==> src/rtl/sfe_pkg.sv <==
// ----------------------------------------------------------------------------
// sfe_pkg
// shared widths, codes and types of the support foot estimator
// ----------------------------------------------------------------------------
`default_nettype none

package sfe_pkg;

  localparam int NUM_SENSORS = 8;
  localparam int SNS_IDX_W   = $clog2(NUM_SENSORS);
  localparam int SAMPLE_W    = 16;
  localparam int REG_W       = 15;
  localparam int FRAC_BITS   = 16;
  localparam int RATIO_W     = FRAC_BITS + 2;
  localparam int WEIGHT_W    = REG_W + 1;
  localparam int PROD_W      = WEIGHT_W + RATIO_W;
  localparam int WSUM_W      = PROD_W + 2;
  localparam int TOTAL_W     = RATIO_W + 3;
  localparam int OUT_W       = 16;
  localparam int CFG_IDX_W   = 2;

  localparam int DIV_NUM_W   = WSUM_W;
  localparam int DIV_DEN_W   = TOTAL_W - 1;
  localparam int DIV_Q_W     = FRAC_BITS + 1;
  localparam int DIV_CNT_W   = $clog2(DIV_Q_W + 1);
  localparam int EST_Q_BITS  = OUT_W;

  localparam int QUEUE_DEPTH = 2;
  localparam int QPTR_W      = $clog2(QUEUE_DEPTH);
  localparam int QCNT_W      = $clog2(QUEUE_DEPTH + 1);

  // outer sensors: left front-left, left back-left, right front-right, right back-right
  localparam logic [NUM_SENSORS-1:0] SENSOR_OUTER = 8'b1010_0101;

  localparam logic [REG_W-1:0] CLAMP_CEILING_RST = 15'd20480;
  localparam logic [REG_W-1:0] OUTER_WEIGHT_RST  = 15'd26214;
  localparam logic [REG_W-1:0] INNER_WEIGHT_RST  = 15'd9830;

  localparam logic signed [RATIO_W-1:0] RATIO_POS_ONE = RATIO_W'(1) << FRAC_BITS;
  localparam logic signed [RATIO_W-1:0] RATIO_NEG_ONE = -RATIO_POS_ONE;

  localparam logic signed [OUT_W-1:0] EST_MAX = {1'b0, {(OUT_W-1){1'b1}}};
  localparam logic signed [OUT_W-1:0] EST_MIN = {1'b1, {(OUT_W-1){1'b0}}};

  typedef enum logic [CFG_IDX_W-1:0] {
    CFG_CLAMP_CEILING = 2'd0,
    CFG_OUTER_WEIGHT  = 2'd1,
    CFG_INNER_WEIGHT  = 2'd2
  } cfg_idx_t;

  typedef enum logic [1:0] {
    SNS_SKIP,
    SNS_DIV,
    SNS_SAT
  } sns_mode_t;

  typedef enum logic [3:0] {
    BK_IDLE,
    BK_SENSOR,
    BK_DWAIT,
    BK_MUL,
    BK_ACC,
    BK_ABS,
    BK_FINAL,
    BK_FWAIT,
    BK_OUT
  } back_state_t;

  typedef struct packed {
    logic [REG_W-1:0] clamp_ceiling;
    logic [REG_W-1:0] outer_weight;
    logic [REG_W-1:0] inner_weight;
  } cfg_t;

  typedef struct packed {
    sns_mode_t           mode;
    logic                neg;
    logic [SAMPLE_W-1:0] mag;
    logic [REG_W-1:0]    peak;
  } sns_rec_t;

  typedef sns_rec_t [NUM_SENSORS-1:0] frame_t;

  typedef struct packed {
    logic                 start;
    logic [DIV_NUM_W-1:0] num;
    logic [DIV_DEN_W-1:0] den;
    logic [DIV_CNT_W-1:0] qbits;
  } div_req_t;

  typedef struct packed {
    logic               done;
    logic [DIV_Q_W-1:0] quot;
  } div_rsp_t;

  typedef struct packed {
    logic full;
    logic empty;
  } q_status_t;

endpackage

`default_nettype wire

==> src/rtl/sfe_divider.sv <==
// ----------------------------------------------------------------------------
// sfe_divider
// shared restoring divider, one quotient bit per cycle
// ----------------------------------------------------------------------------
`default_nettype none

module sfe_divider import sfe_pkg::*; (
  input  logic     clk,
  input  logic     rst_n,
  input  div_req_t req,
  output div_rsp_t rsp
);

  logic                 busy_r, busy_nxt;
  logic                 done_r, done_nxt;
  logic [DIV_CNT_W-1:0] cnt_r, cnt_nxt;
  logic [DIV_NUM_W-1:0] rem_r, rem_nxt;
  logic [DIV_NUM_W-1:0] dsh_r, dsh_nxt;
  logic [DIV_Q_W-1:0]   quot_r, quot_nxt;

  always_comb begin
    busy_nxt = busy_r;
    done_nxt = 1'b0;
    cnt_nxt  = cnt_r;
    rem_nxt  = rem_r;
    dsh_nxt  = dsh_r;
    quot_nxt = quot_r;
    if (req.start) begin
      busy_nxt = 1'b1;
      cnt_nxt  = req.qbits;
      rem_nxt  = req.num;
      dsh_nxt  = DIV_NUM_W'(req.den) << (req.qbits - 1'b1);
      quot_nxt = '0;
    end else if (busy_r) begin
      if (rem_r >= dsh_r) begin
        rem_nxt  = rem_r - dsh_r;
        quot_nxt = {quot_r[DIV_Q_W-2:0], 1'b1};
      end else begin
        quot_nxt = {quot_r[DIV_Q_W-2:0], 1'b0};
      end
      dsh_nxt = dsh_r >> 1;
      cnt_nxt = cnt_r - 1'b1;
      if (cnt_r == DIV_CNT_W'(1)) begin
        busy_nxt = 1'b0;
        done_nxt = 1'b1;
      end
    end
  end

  always_ff @(posedge clk) begin
    if (!rst_n) begin
      busy_r <= 1'b0;
      done_r <= 1'b0;
    end else begin
      busy_r <= busy_nxt;
      done_r <= done_nxt;
    end
    cnt_r  <= cnt_nxt;
    rem_r  <= rem_nxt;
    dsh_r  <= dsh_nxt;
    quot_r <= quot_nxt;
  end

  assign rsp.done = done_r;
  assign rsp.quot = quot_r;

endmodule

`default_nettype wire

==> src/rtl/sfe_queue.sv <==
// ----------------------------------------------------------------------------
// sfe_queue
// short frame queue between front and back
// ----------------------------------------------------------------------------
`default_nettype none

module sfe_queue import sfe_pkg::*; (
  input  logic      clk,
  input  logic      rst_n,
  input  logic      push,
  input  frame_t    push_frame,
  input  logic      pop,
  output frame_t    head,
  output q_status_t status
);

  frame_t             mem_r [QUEUE_DEPTH];
  logic [QPTR_W-1:0]  wr_ptr_r, wr_ptr_nxt;
  logic [QPTR_W-1:0]  rd_ptr_r, rd_ptr_nxt;
  logic [QCNT_W-1:0]  count_r, count_nxt;

  function automatic logic [QPTR_W-1:0] ptr_inc(input logic [QPTR_W-1:0] p);
    if (p == QPTR_W'(QUEUE_DEPTH - 1)) begin
      return '0;
    end
    return p + 1'b1;
  endfunction

  always_comb begin
    wr_ptr_nxt = push ? ptr_inc(wr_ptr_r) : wr_ptr_r;
    rd_ptr_nxt = pop  ? ptr_inc(rd_ptr_r) : rd_ptr_r;
    count_nxt  = count_r;
    if (push && !pop) begin
      count_nxt = count_r + 1'b1;
    end else if (pop && !push) begin
      count_nxt = count_r - 1'b1;
    end
  end

  always_ff @(posedge clk) begin
    if (!rst_n) begin
      wr_ptr_r <= '0;
      rd_ptr_r <= '0;
      count_r  <= '0;
    end else begin
      wr_ptr_r <= wr_ptr_nxt;
      rd_ptr_r <= rd_ptr_nxt;
      count_r  <= count_nxt;
    end
  end

  always_ff @(posedge clk) begin
    if (push) begin
      mem_r[wr_ptr_r] <= push_frame;
    end
  end

  assign head         = mem_r[rd_ptr_r];
  assign status.full  = (count_r == QCNT_W'(QUEUE_DEPTH));
  assign status.empty = (count_r == '0);

endmodule

`default_nettype wire

==> src/rtl/sfe_front.sv <==
// ----------------------------------------------------------------------------
// sfe_front
// accepts a frame, clamps samples, tracks peaks and classifies each sensor
// ----------------------------------------------------------------------------
`default_nettype none

module sfe_front import sfe_pkg::*; (
  input  logic                                clk,
  input  logic                                rst_n,
  input  logic                                in_valid,
  output logic                                in_stall,
  input  logic [NUM_SENSORS-1:0][SAMPLE_W-1:0] samples,
  input  logic [REG_W-1:0]                    clamp_ceiling,
  input  q_status_t                           q_status,
  output logic                                push,
  output frame_t                              push_frame
);

  logic [REG_W-1:0] peak_r   [NUM_SENSORS];
  logic [REG_W-1:0] peak_nxt [NUM_SENSORS];

  logic signed [SAMPLE_W-1:0] val  [NUM_SENSORS];
  logic [REG_W-1:0]           pk   [NUM_SENSORS];
  logic signed [SAMPLE_W-1:0] ceil_s;

  assign in_stall = q_status.full;
  assign push     = in_valid && !q_status.full;
  assign ceil_s   = $signed({1'b0, clamp_ceiling});

  always_comb begin
    for (int i = 0; i < NUM_SENSORS; i++) begin
      val[i] = $signed(samples[i]);
      if (val[i] > ceil_s) begin
        val[i] = ceil_s;
      end
      pk[i] = (val[i] > $signed({1'b0, peak_r[i]})) ? val[i][REG_W-1:0] : peak_r[i];
      peak_nxt[i] = push ? pk[i] : peak_r[i];

      push_frame[i].neg  = val[i][SAMPLE_W-1];
      push_frame[i].mag  = val[i][SAMPLE_W-1] ? SAMPLE_W'(-val[i]) : val[i];
      push_frame[i].peak = pk[i];
      if (pk[i] == '0) begin
        push_frame[i].mode = SNS_SKIP;
      end else if (val[i][SAMPLE_W-1] &&
                   ({1'b0, push_frame[i].mag} >= {pk[i], 2'b00} >> 1)) begin
        push_frame[i].mode = SNS_SAT;
      end else begin
        push_frame[i].mode = SNS_DIV;
      end
    end
  end

  always_ff @(posedge clk) begin
    for (int i = 0; i < NUM_SENSORS; i++) begin
      if (!rst_n) begin
        peak_r[i] <= '0;
      end else begin
        peak_r[i] <= peak_nxt[i];
      end
    end
  end

endmodule

`default_nettype wire

==> src/rtl/sfe_back.sv <==
// ----------------------------------------------------------------------------
// sfe_back
// per sensor ratio, weighted sums, final quotient and output register
// ----------------------------------------------------------------------------
`default_nettype none

module sfe_back import sfe_pkg::*; (
  input  logic                    clk,
  input  logic                    rst_n,
  input  q_status_t               q_status,
  input  frame_t                  head,
  output logic                    pop,
  input  logic [REG_W-1:0]        outer_weight,
  input  logic [REG_W-1:0]        inner_weight,
  output div_req_t                div_req,
  input  div_rsp_t                div_rsp,
  output logic                    out_valid,
  input  logic                    out_stall,
  output logic signed [OUT_W-1:0] out_support_foot,
  output logic                    out_no_contact
);

  back_state_t state_r, state_nxt;

  logic [SNS_IDX_W-1:0]       idx_r, idx_nxt;
  logic signed [RATIO_W-1:0]  ratio_r, ratio_nxt;
  logic signed [PROD_W-1:0]   prod_r, prod_nxt;
  logic signed [TOTAL_W-1:0]  total_r, total_nxt;
  logic signed [WSUM_W-1:0]   wsum_r, wsum_nxt;
  logic [DIV_NUM_W-1:0]       wmag_r, wmag_nxt;
  logic [DIV_DEN_W-1:0]       tmag_r, tmag_nxt;
  logic                       fneg_r, fneg_nxt;
  logic signed [OUT_W-1:0]    est_r, est_nxt;
  logic                       nc_r, nc_nxt;
  logic                       out_valid_r, out_valid_nxt;
  logic signed [OUT_W-1:0]    out_sf_r, out_sf_nxt;
  logic                       out_nc_r, out_nc_nxt;

  sns_rec_t                   rec;
  logic                       last;
  logic                       out_free;
  logic                       fsat;
  logic signed [WEIGHT_W-1:0] weight;
  logic signed [RATIO_W-1:0]  qx;
  logic [EST_Q_BITS-1:0]      q16;
  logic signed [TOTAL_W-1:0]  tneg;

  assign rec      = head[idx_r];
  assign last     = (idx_r == SNS_IDX_W'(NUM_SENSORS - 1));
  assign out_free = !out_valid_r || !out_stall;
  assign fsat     = (wmag_r >= {tmag_r, {(DIV_NUM_W-DIV_DEN_W){1'b0}}});
  assign qx       = $signed({1'b0, div_rsp.quot});
  assign q16      = div_rsp.quot[EST_Q_BITS-1:0];
  assign tneg     = -total_r;

  always_comb begin
    weight = $signed({1'b0, SENSOR_OUTER[idx_r] ? outer_weight : inner_weight});
    if (idx_r >= SNS_IDX_W'(NUM_SENSORS / 2)) begin
      weight = -weight;
    end
  end

  // next state
  always_comb begin
    state_nxt = state_r;
    unique case (state_r)
      BK_IDLE: begin
        if (!q_status.empty) state_nxt = BK_SENSOR;
      end
      BK_SENSOR: begin
        unique case (rec.mode)
          SNS_DIV: state_nxt = BK_DWAIT;
          SNS_SAT: state_nxt = BK_MUL;
          default: state_nxt = last ? BK_ABS : BK_SENSOR;
        endcase
      end
      BK_DWAIT: begin
        if (div_rsp.done) state_nxt = BK_MUL;
      end
      BK_MUL:   state_nxt = BK_ACC;
      BK_ACC:   state_nxt = last ? BK_ABS : BK_SENSOR;
      BK_ABS:   state_nxt = (total_r == '0) ? BK_OUT : BK_FINAL;
      BK_FINAL: state_nxt = fsat ? BK_OUT : BK_FWAIT;
      BK_FWAIT: begin
        if (div_rsp.done) state_nxt = BK_OUT;
      end
      BK_OUT: begin
        if (out_free) state_nxt = BK_IDLE;
      end
      default:  state_nxt = BK_IDLE;
    endcase
  end

  // datapath and outputs
  always_comb begin
    idx_nxt       = idx_r;
    ratio_nxt     = ratio_r;
    prod_nxt      = prod_r;
    total_nxt     = total_r;
    wsum_nxt      = wsum_r;
    wmag_nxt      = wmag_r;
    tmag_nxt      = tmag_r;
    fneg_nxt      = fneg_r;
    est_nxt       = est_r;
    nc_nxt        = nc_r;
    out_valid_nxt = out_valid_r && out_stall;
    out_sf_nxt    = out_sf_r;
    out_nc_nxt    = out_nc_r;
    pop           = 1'b0;
    div_req       = '0;
    unique case (state_r)
      BK_IDLE: begin
        idx_nxt   = '0;
        total_nxt = '0;
        wsum_nxt  = '0;
      end
      BK_SENSOR: begin
        unique case (rec.mode)
          SNS_DIV: begin
            div_req.start = 1'b1;
            div_req.num   = DIV_NUM_W'({rec.mag, {FRAC_BITS{1'b0}}});
            div_req.den   = DIV_DEN_W'(rec.peak);
            div_req.qbits = DIV_CNT_W'(DIV_Q_W);
          end
          SNS_SAT: ratio_nxt = RATIO_NEG_ONE;
          default: idx_nxt = idx_r + 1'b1;
        endcase
      end
      BK_DWAIT: begin
        if (rec.neg) begin
          ratio_nxt = (qx > RATIO_POS_ONE) ? RATIO_NEG_ONE : -qx;
        end else begin
          ratio_nxt = qx;
        end
      end
      BK_MUL: begin
        prod_nxt  = weight * ratio_r;
        total_nxt = total_r + TOTAL_W'(ratio_r);
      end
      BK_ACC: begin
        wsum_nxt = wsum_r + WSUM_W'(prod_r);
        idx_nxt  = idx_r + 1'b1;
      end
      BK_ABS: begin
        wmag_nxt = wsum_r[WSUM_W-1] ? DIV_NUM_W'(-wsum_r) : DIV_NUM_W'(wsum_r);
        tmag_nxt = total_r[TOTAL_W-1] ? tneg[DIV_DEN_W-1:0] : total_r[DIV_DEN_W-1:0];
        fneg_nxt = wsum_r[WSUM_W-1] ^ total_r[TOTAL_W-1];
        nc_nxt   = (total_r == '0);
        est_nxt  = '0;
      end
      BK_FINAL: begin
        if (fsat) begin
          est_nxt = fneg_r ? EST_MIN : EST_MAX;
        end else begin
          div_req.start = 1'b1;
          div_req.num   = wmag_r;
          div_req.den   = tmag_r;
          div_req.qbits = DIV_CNT_W'(EST_Q_BITS);
        end
      end
      BK_FWAIT: begin
        if (!fneg_r) begin
          est_nxt = (q16 > EST_Q_BITS'(EST_MAX)) ? EST_MAX : $signed(q16);
        end else begin
          est_nxt = (q16 > EST_Q_BITS'(EST_MIN)) ? EST_MIN : $signed(-q16);
        end
      end
      BK_OUT: begin
        if (out_free) begin
          out_valid_nxt = 1'b1;
          out_sf_nxt    = est_r;
          out_nc_nxt    = nc_r;
          pop           = 1'b1;
        end
      end
      default: begin
      end
    endcase
  end

  always_ff @(posedge clk) begin
    if (!rst_n) begin
      state_r     <= BK_IDLE;
      out_valid_r <= 1'b0;
    end else begin
      state_r     <= state_nxt;
      out_valid_r <= out_valid_nxt;
    end
    idx_r    <= idx_nxt;
    ratio_r  <= ratio_nxt;
    prod_r   <= prod_nxt;
    total_r  <= total_nxt;
    wsum_r   <= wsum_nxt;
    wmag_r   <= wmag_nxt;
    tmag_r   <= tmag_nxt;
    fneg_r   <= fneg_nxt;
    est_r    <= est_nxt;
    nc_r     <= nc_nxt;
    out_sf_r <= out_sf_nxt;
    out_nc_r <= out_nc_nxt;
  end

  assign out_valid        = out_valid_r;
  assign out_support_foot = out_sf_r;
  assign out_no_contact   = out_nc_r;

endmodule

`default_nettype wire

==> src/rtl/support_foot_estimator_unit.sv <==
// ----------------------------------------------------------------------------
// support_foot_estimator_unit
// support foot estimate from eight foot pressure samples per frame
// ----------------------------------------------------------------------------
//
//   channel  handshake          beat
//   in       in_valid/in_stall  eight Q3.12 samples
//   out      out_valid/out_stall support_foot Q1.15, no_contact
//   cfg      cfg_valid/cfg_ready cfg_index, cfg_data
//
// the back end runs a frame through the shared divider: 17 quotient bits for
// each sensor that needs a division and 16 for the final quotient
// the front takes a frame per cycle while the two entry queue has room
// reset clears the peaks, the queue and the output valid flag, sets the config
// registers to their defaults; a result waits in the output register while stalled
//
`default_nettype none

module support_foot_estimator_unit import sfe_pkg::*; (
  input  logic                       clk,
  input  logic                       rst_n,
  input  logic                       in_valid,
  output logic                       in_stall,
  input  logic signed [SAMPLE_W-1:0] in_left_front_left,
  input  logic signed [SAMPLE_W-1:0] in_left_front_right,
  input  logic signed [SAMPLE_W-1:0] in_left_back_left,
  input  logic signed [SAMPLE_W-1:0] in_left_back_right,
  input  logic signed [SAMPLE_W-1:0] in_right_front_left,
  input  logic signed [SAMPLE_W-1:0] in_right_front_right,
  input  logic signed [SAMPLE_W-1:0] in_right_back_left,
  input  logic signed [SAMPLE_W-1:0] in_right_back_right,
  output logic                       out_valid,
  input  logic                       out_stall,
  output logic signed [OUT_W-1:0]    out_support_foot,
  output logic                       out_no_contact,
  input  logic                       cfg_valid,
  output logic                       cfg_ready,
  input  logic [CFG_IDX_W-1:0]       cfg_index,
  input  logic [REG_W-1:0]           cfg_data
);

  cfg_t      cfg_r, cfg_nxt;
  q_status_t q_status;
  frame_t    push_frame;
  frame_t    head;
  logic      push;
  logic      pop;
  div_req_t  div_req;
  div_rsp_t  div_rsp;

  logic [NUM_SENSORS-1:0][SAMPLE_W-1:0] samples;

  assign cfg_ready = 1'b1;
  assign samples   = {in_right_back_right, in_right_back_left,
                      in_right_front_right, in_right_front_left,
                      in_left_back_right, in_left_back_left,
                      in_left_front_right, in_left_front_left};

  always_comb begin
    cfg_nxt = cfg_r;
    if (cfg_valid) begin
      unique case (cfg_idx_t'(cfg_index))
        CFG_CLAMP_CEILING: cfg_nxt.clamp_ceiling = cfg_data;
        CFG_OUTER_WEIGHT:  cfg_nxt.outer_weight  = cfg_data;
        CFG_INNER_WEIGHT:  cfg_nxt.inner_weight  = cfg_data;
        default: begin
        end
      endcase
    end
  end

  always_ff @(posedge clk) begin
    if (!rst_n) begin
      cfg_r.clamp_ceiling <= CLAMP_CEILING_RST;
      cfg_r.outer_weight  <= OUTER_WEIGHT_RST;
      cfg_r.inner_weight  <= INNER_WEIGHT_RST;
    end else begin
      cfg_r <= cfg_nxt;
    end
  end

  sfe_front u_front (
    .clk           (clk),
    .rst_n         (rst_n),
    .in_valid      (in_valid),
    .in_stall      (in_stall),
    .samples       (samples),
    .clamp_ceiling (cfg_r.clamp_ceiling),
    .q_status      (q_status),
    .push          (push),
    .push_frame    (push_frame)
  );

  sfe_queue u_queue (
    .clk        (clk),
    .rst_n      (rst_n),
    .push       (push),
    .push_frame (push_frame),
    .pop        (pop),
    .head       (head),
    .status     (q_status)
  );

  sfe_divider u_div (
    .clk   (clk),
    .rst_n (rst_n),
    .req   (div_req),
    .rsp   (div_rsp)
  );

  sfe_back u_back (
    .clk              (clk),
    .rst_n            (rst_n),
    .q_status         (q_status),
    .head             (head),
    .pop              (pop),
    .outer_weight     (cfg_r.outer_weight),
    .inner_weight     (cfg_r.inner_weight),
    .div_req          (div_req),
    .div_rsp          (div_rsp),
    .out_valid        (out_valid),
    .out_stall        (out_stall),
    .out_support_foot (out_support_foot),
    .out_no_contact   (out_no_contact)
  );

  a_pop_nonempty: assert property (@(posedge clk) disable iff (!rst_n)
    pop |-> !q_status.empty)
    else $error("queue popped while empty");

  a_pop_gives_beat: assert property (@(posedge clk) disable iff (!rst_n)
    pop |=> out_valid)
    else $error("frame retired without a result beat");

  a_no_contact_zero: assert property (@(posedge clk) disable iff (!rst_n)
    (out_valid && out_no_contact) |-> (out_support_foot == '0))
    else $error("no contact beat with nonzero estimate");

  a_div_start_idle: assert property (@(posedge clk) disable iff (!rst_n)
    div_req.start |=> !div_rsp.done)
    else $error("divider done right after a start");

endmodule

`default_nettype wire
==> config.mk <==
export PLATFORM = sky130hd
export DESIGN_NAME = support_foot_estimator_unit
export DESIGN_NICKNAME = d
export VERILOG_FILES = /design/src/rtl/sfe_pkg.sv /design/src/rtl/sfe_divider.sv /design/src/rtl/sfe_queue.sv /design/src/rtl/sfe_front.sv /design/src/rtl/sfe_back.sv /design/src/rtl/support_foot_estimator_unit.sv
export SDC_FILE = /design/constraint.sdc
export NUM_CORES = 2
export LEC_CHECK = 0
export BUFFER_PORTS_ARGS = -buffer_cell sky130_fd_sc_hd__buf_2
export CORE_ASPECT_RATIO = 1.1
export CORE_MARGIN = 4
export CORE_UTILIZATION = 55
export DETAILED_ROUTE_END_ITERATION = 12
export GPL_TIMING_DRIVEN = 0
export PLACE_DENSITY = 0.73
export SYNTH_ARGS = -nofsm -noshare
export SYNTH_HDL_FRONTEND = slang
export SYNTH_HIERARCHICAL = 1
export SYNTH_SLANG_ARGS = --single-unit
==> constraint.sdc <==
create_clock -name clk -period 36.8 [get_ports clk]
set_input_delay 5.52 -clock clk [delete_from_list [all_inputs] [get_ports clk]]
set_output_delay 5.52 -clock clk [all_outputs]
set_load 0.02 [all_outputs]
==> impl_metrics.ini <==
[placed_design]
portBuffers = 168
gp_congestion = 1.01
place_hpwl_um = 198000
placed_area_um2 = 78800

[route]
wl_per_cell_um = 27.2
routed_wirelength_um = 257000
vias = 59200
drt_iter0_markers = 7344
via_per_inst = 6.28
drc_errors = 0
antenna_left = 0
first_pass_iters = 6

[floorplanning]
die_x_um = 361
die_y_um = 396
start_util_pct = 55.2
placeableCoreArea_um2 = 136000
die_area_um2 = 143000
num_rows = 142
io-pin-count = 170

[worst_hold_path]
holdPathStages = 0
min_path_type = reg2reg

[cells_and_area]
layout-drive-gt1-share_pct = 13.0
fin_area_um2 = 82500
post-route-util_pct = 60.7
syn2layout_area_growth_pct = 9.79
final_nets = 8552

[cts]
post_cts_buffers = 0
holdBufCountCts = 0
tritoncts = built
clock_latency_ps = 760
cts-resized-gates = 0
numCtsBuffers = 105
htree_levels = 3
cts_sinks = 1019
cts.clk_slew.worst_paths_ps = 60
clockBufferDepth = 3
root_buffer = clkbuf_16

[sta]
rsz0062_at_grt = false
maxSlewViolCount = 119
finalSetupViolations = 0
skew_ps = 71.9
setup_tns_ps = 0
tightest_slew_ps = 1760
hold_viol = 0
post-route-min-period_ps = 12730
relSlewSlack_pct = -17.2
timing.hold.ws_ps = 416
clock.fmax_mhz = 78.6
period_share_pct = 34.6

[setup_path]
path_max_fanout = 10
cp.buffers_inverters = 7
cp.arrival_ps = 13210
worstSetupPathType = in2reg
cp-end-kind = flip-flop
cp.depth = 26
cp_slowest_cell = a221oi_1
worst_ep_required_time_ps = 37280
cpPeakStageDelay_ps = 980
critPathTopFamily = compound AO/OA/AOI/OAI gates
start_kind = primary input
r2r_cells = 33

[logic_synthesis]
synthArstFlopShare_pct = 0
synthesis.area_um2 = 75200
syn_inst = 7232
synth.most_common_cell = edfxtp_1
synth-edff-count = 824
synth_top_area_share_pct = 32.9
synth-seq-cells = 1019
ys_seq_area_share_pct = 38.1
synth_top_cell_by_area = edfxtp_1
yosysWarnings = 6
synth_commonest_cells = 824 x edfxtp_1, 803 x inv_1, 766 x nand2_1
yosysUniqueCellTypes = 117
synthFlopType = edfxtp_1
synthTopCellsByArea = edfxtp_1 33%, ha_1 9.5%, fa_1 7.8%
avgSynthCellArea_um2 = 10.4

[grt]
grt_pass1_vias = 57600
gr-usage-all-layers_pct = 35.3
antenna_found_initial = 21
grt-ovfl-total = 0
grt_start_max_net_pins = 67
grt_pass1_wl_um = 374000

[status]
outcome = complete, but fails checks
violations = capacitance limit, slew limit

[job]
max_cap_viol_count = 12
cells by family (layout without fill, tap and decap cells):
logic type	count (synthesis)	after routing	synth area share, %
buffers and inverters	1122	1514	6.03
multiplexers	664	664	11.2
AO/OA/AOI/OAI	1375	1375	11.7
flip-flops	1019	1019	38.1
AND/OR/NAND/NOR	1928	1928	12.6
other	2	15	0.00999
adder cells (fa/ha/maj)	866	866	17.3
XOR/XNOR	256	256	2.98
stage by stage:
stage          std cells  setup slack (ps)
2_1_floorplan       7234             17720
3_3_place_gp        9202             10410
3_5_place_dp        9225             23540
4_1_cts             9422             24290
5_1_grt             9426             23800
6_report            9437             24070
state kept, by name, summed over array words and instances (netlist names), 18 cells and up, named ones only:
name            cells
cfg_r              45
u_back/prod_r      34
u_back/ratio_r     18
u_back/tmag_r      20
u_back/total_r     21
u_back/wmag_r      36
u_back/wsum_r      36
u_div/dsh_r        36
u_div/rem_r        36
u_front/peak_r    120
u_queue/mem_r     544
metal layers:
layer  global-route usage [%]  share of wire (%)  up-vias
met5                        0              0.049        -
met4                     16.8                5.4       18
met3                     8.62                 11      589
met2                     53.6                 44     3307
met1                     47.8                 40    29000
li1                         -                  -    26300
final timing paths:
check,start,to,slack (ps)
min reg2reg,u_back/est_r[8],u_back/out_support_foot[8],420
max,in_right_front_left[9],u_queue/mem_r[1][169],24070
min,u_back/est_r[8],u_back/out_support_foot[8],420
max reg2reg,flip-flop,u_back/prod_r[26],24340
cells in the final DEF, fill, tap and decap left out, types with 57 or more instances in the layout:
| cell | n |
|---|---|
| edfxtp_1 | 824 |
| inv_1 | 800 |
| nand2_1 | 765 |
| ha_1 | 573 |
| o21ai_0 | 395 |
| a21oi_1 | 322 |
| fa_1 | 293 |
| nor2_1 | 287 |
| mux2_2 | 276 |
| clkbuf_1 | 230 |
| mux2i_1 | 222 |
| buf_2 | 198 |
| dfxtp_1 | 194 |
| xnor2_1 | 194 |
| and2_1 | 151 |
| nor2b_1 | 136 |
| a21o_1 | 130 |
| a21boi_0 | 116 |
| nor3_1 | 110 |
| clkbuf_16 | 108 |
| nand4_1 | 84 |
| mux4_2 | 83 |
| mux2_4 | 83 |
| nand3_1 | 81 |
| xor2_1 | 62 |
| nand2b_1 | 57 |
| nor4_1 | 57 |
layout make-up:
type                       count  area (µm²)
antenna                       11        27.5
buffer                       316        1520
clock buffer                 136        2920
clock inverter                61         702
fill                       11400       53600
inverter                     806        3030
multi-input combinational   5093       42100
sequential                  1019       28600
tap                         1800        2250
timing repair buffer         195        1370
Power is left out: the tool's default activity adds up to more than one toggle a clock period on the data nets, which glitch-free logic cannot reach.
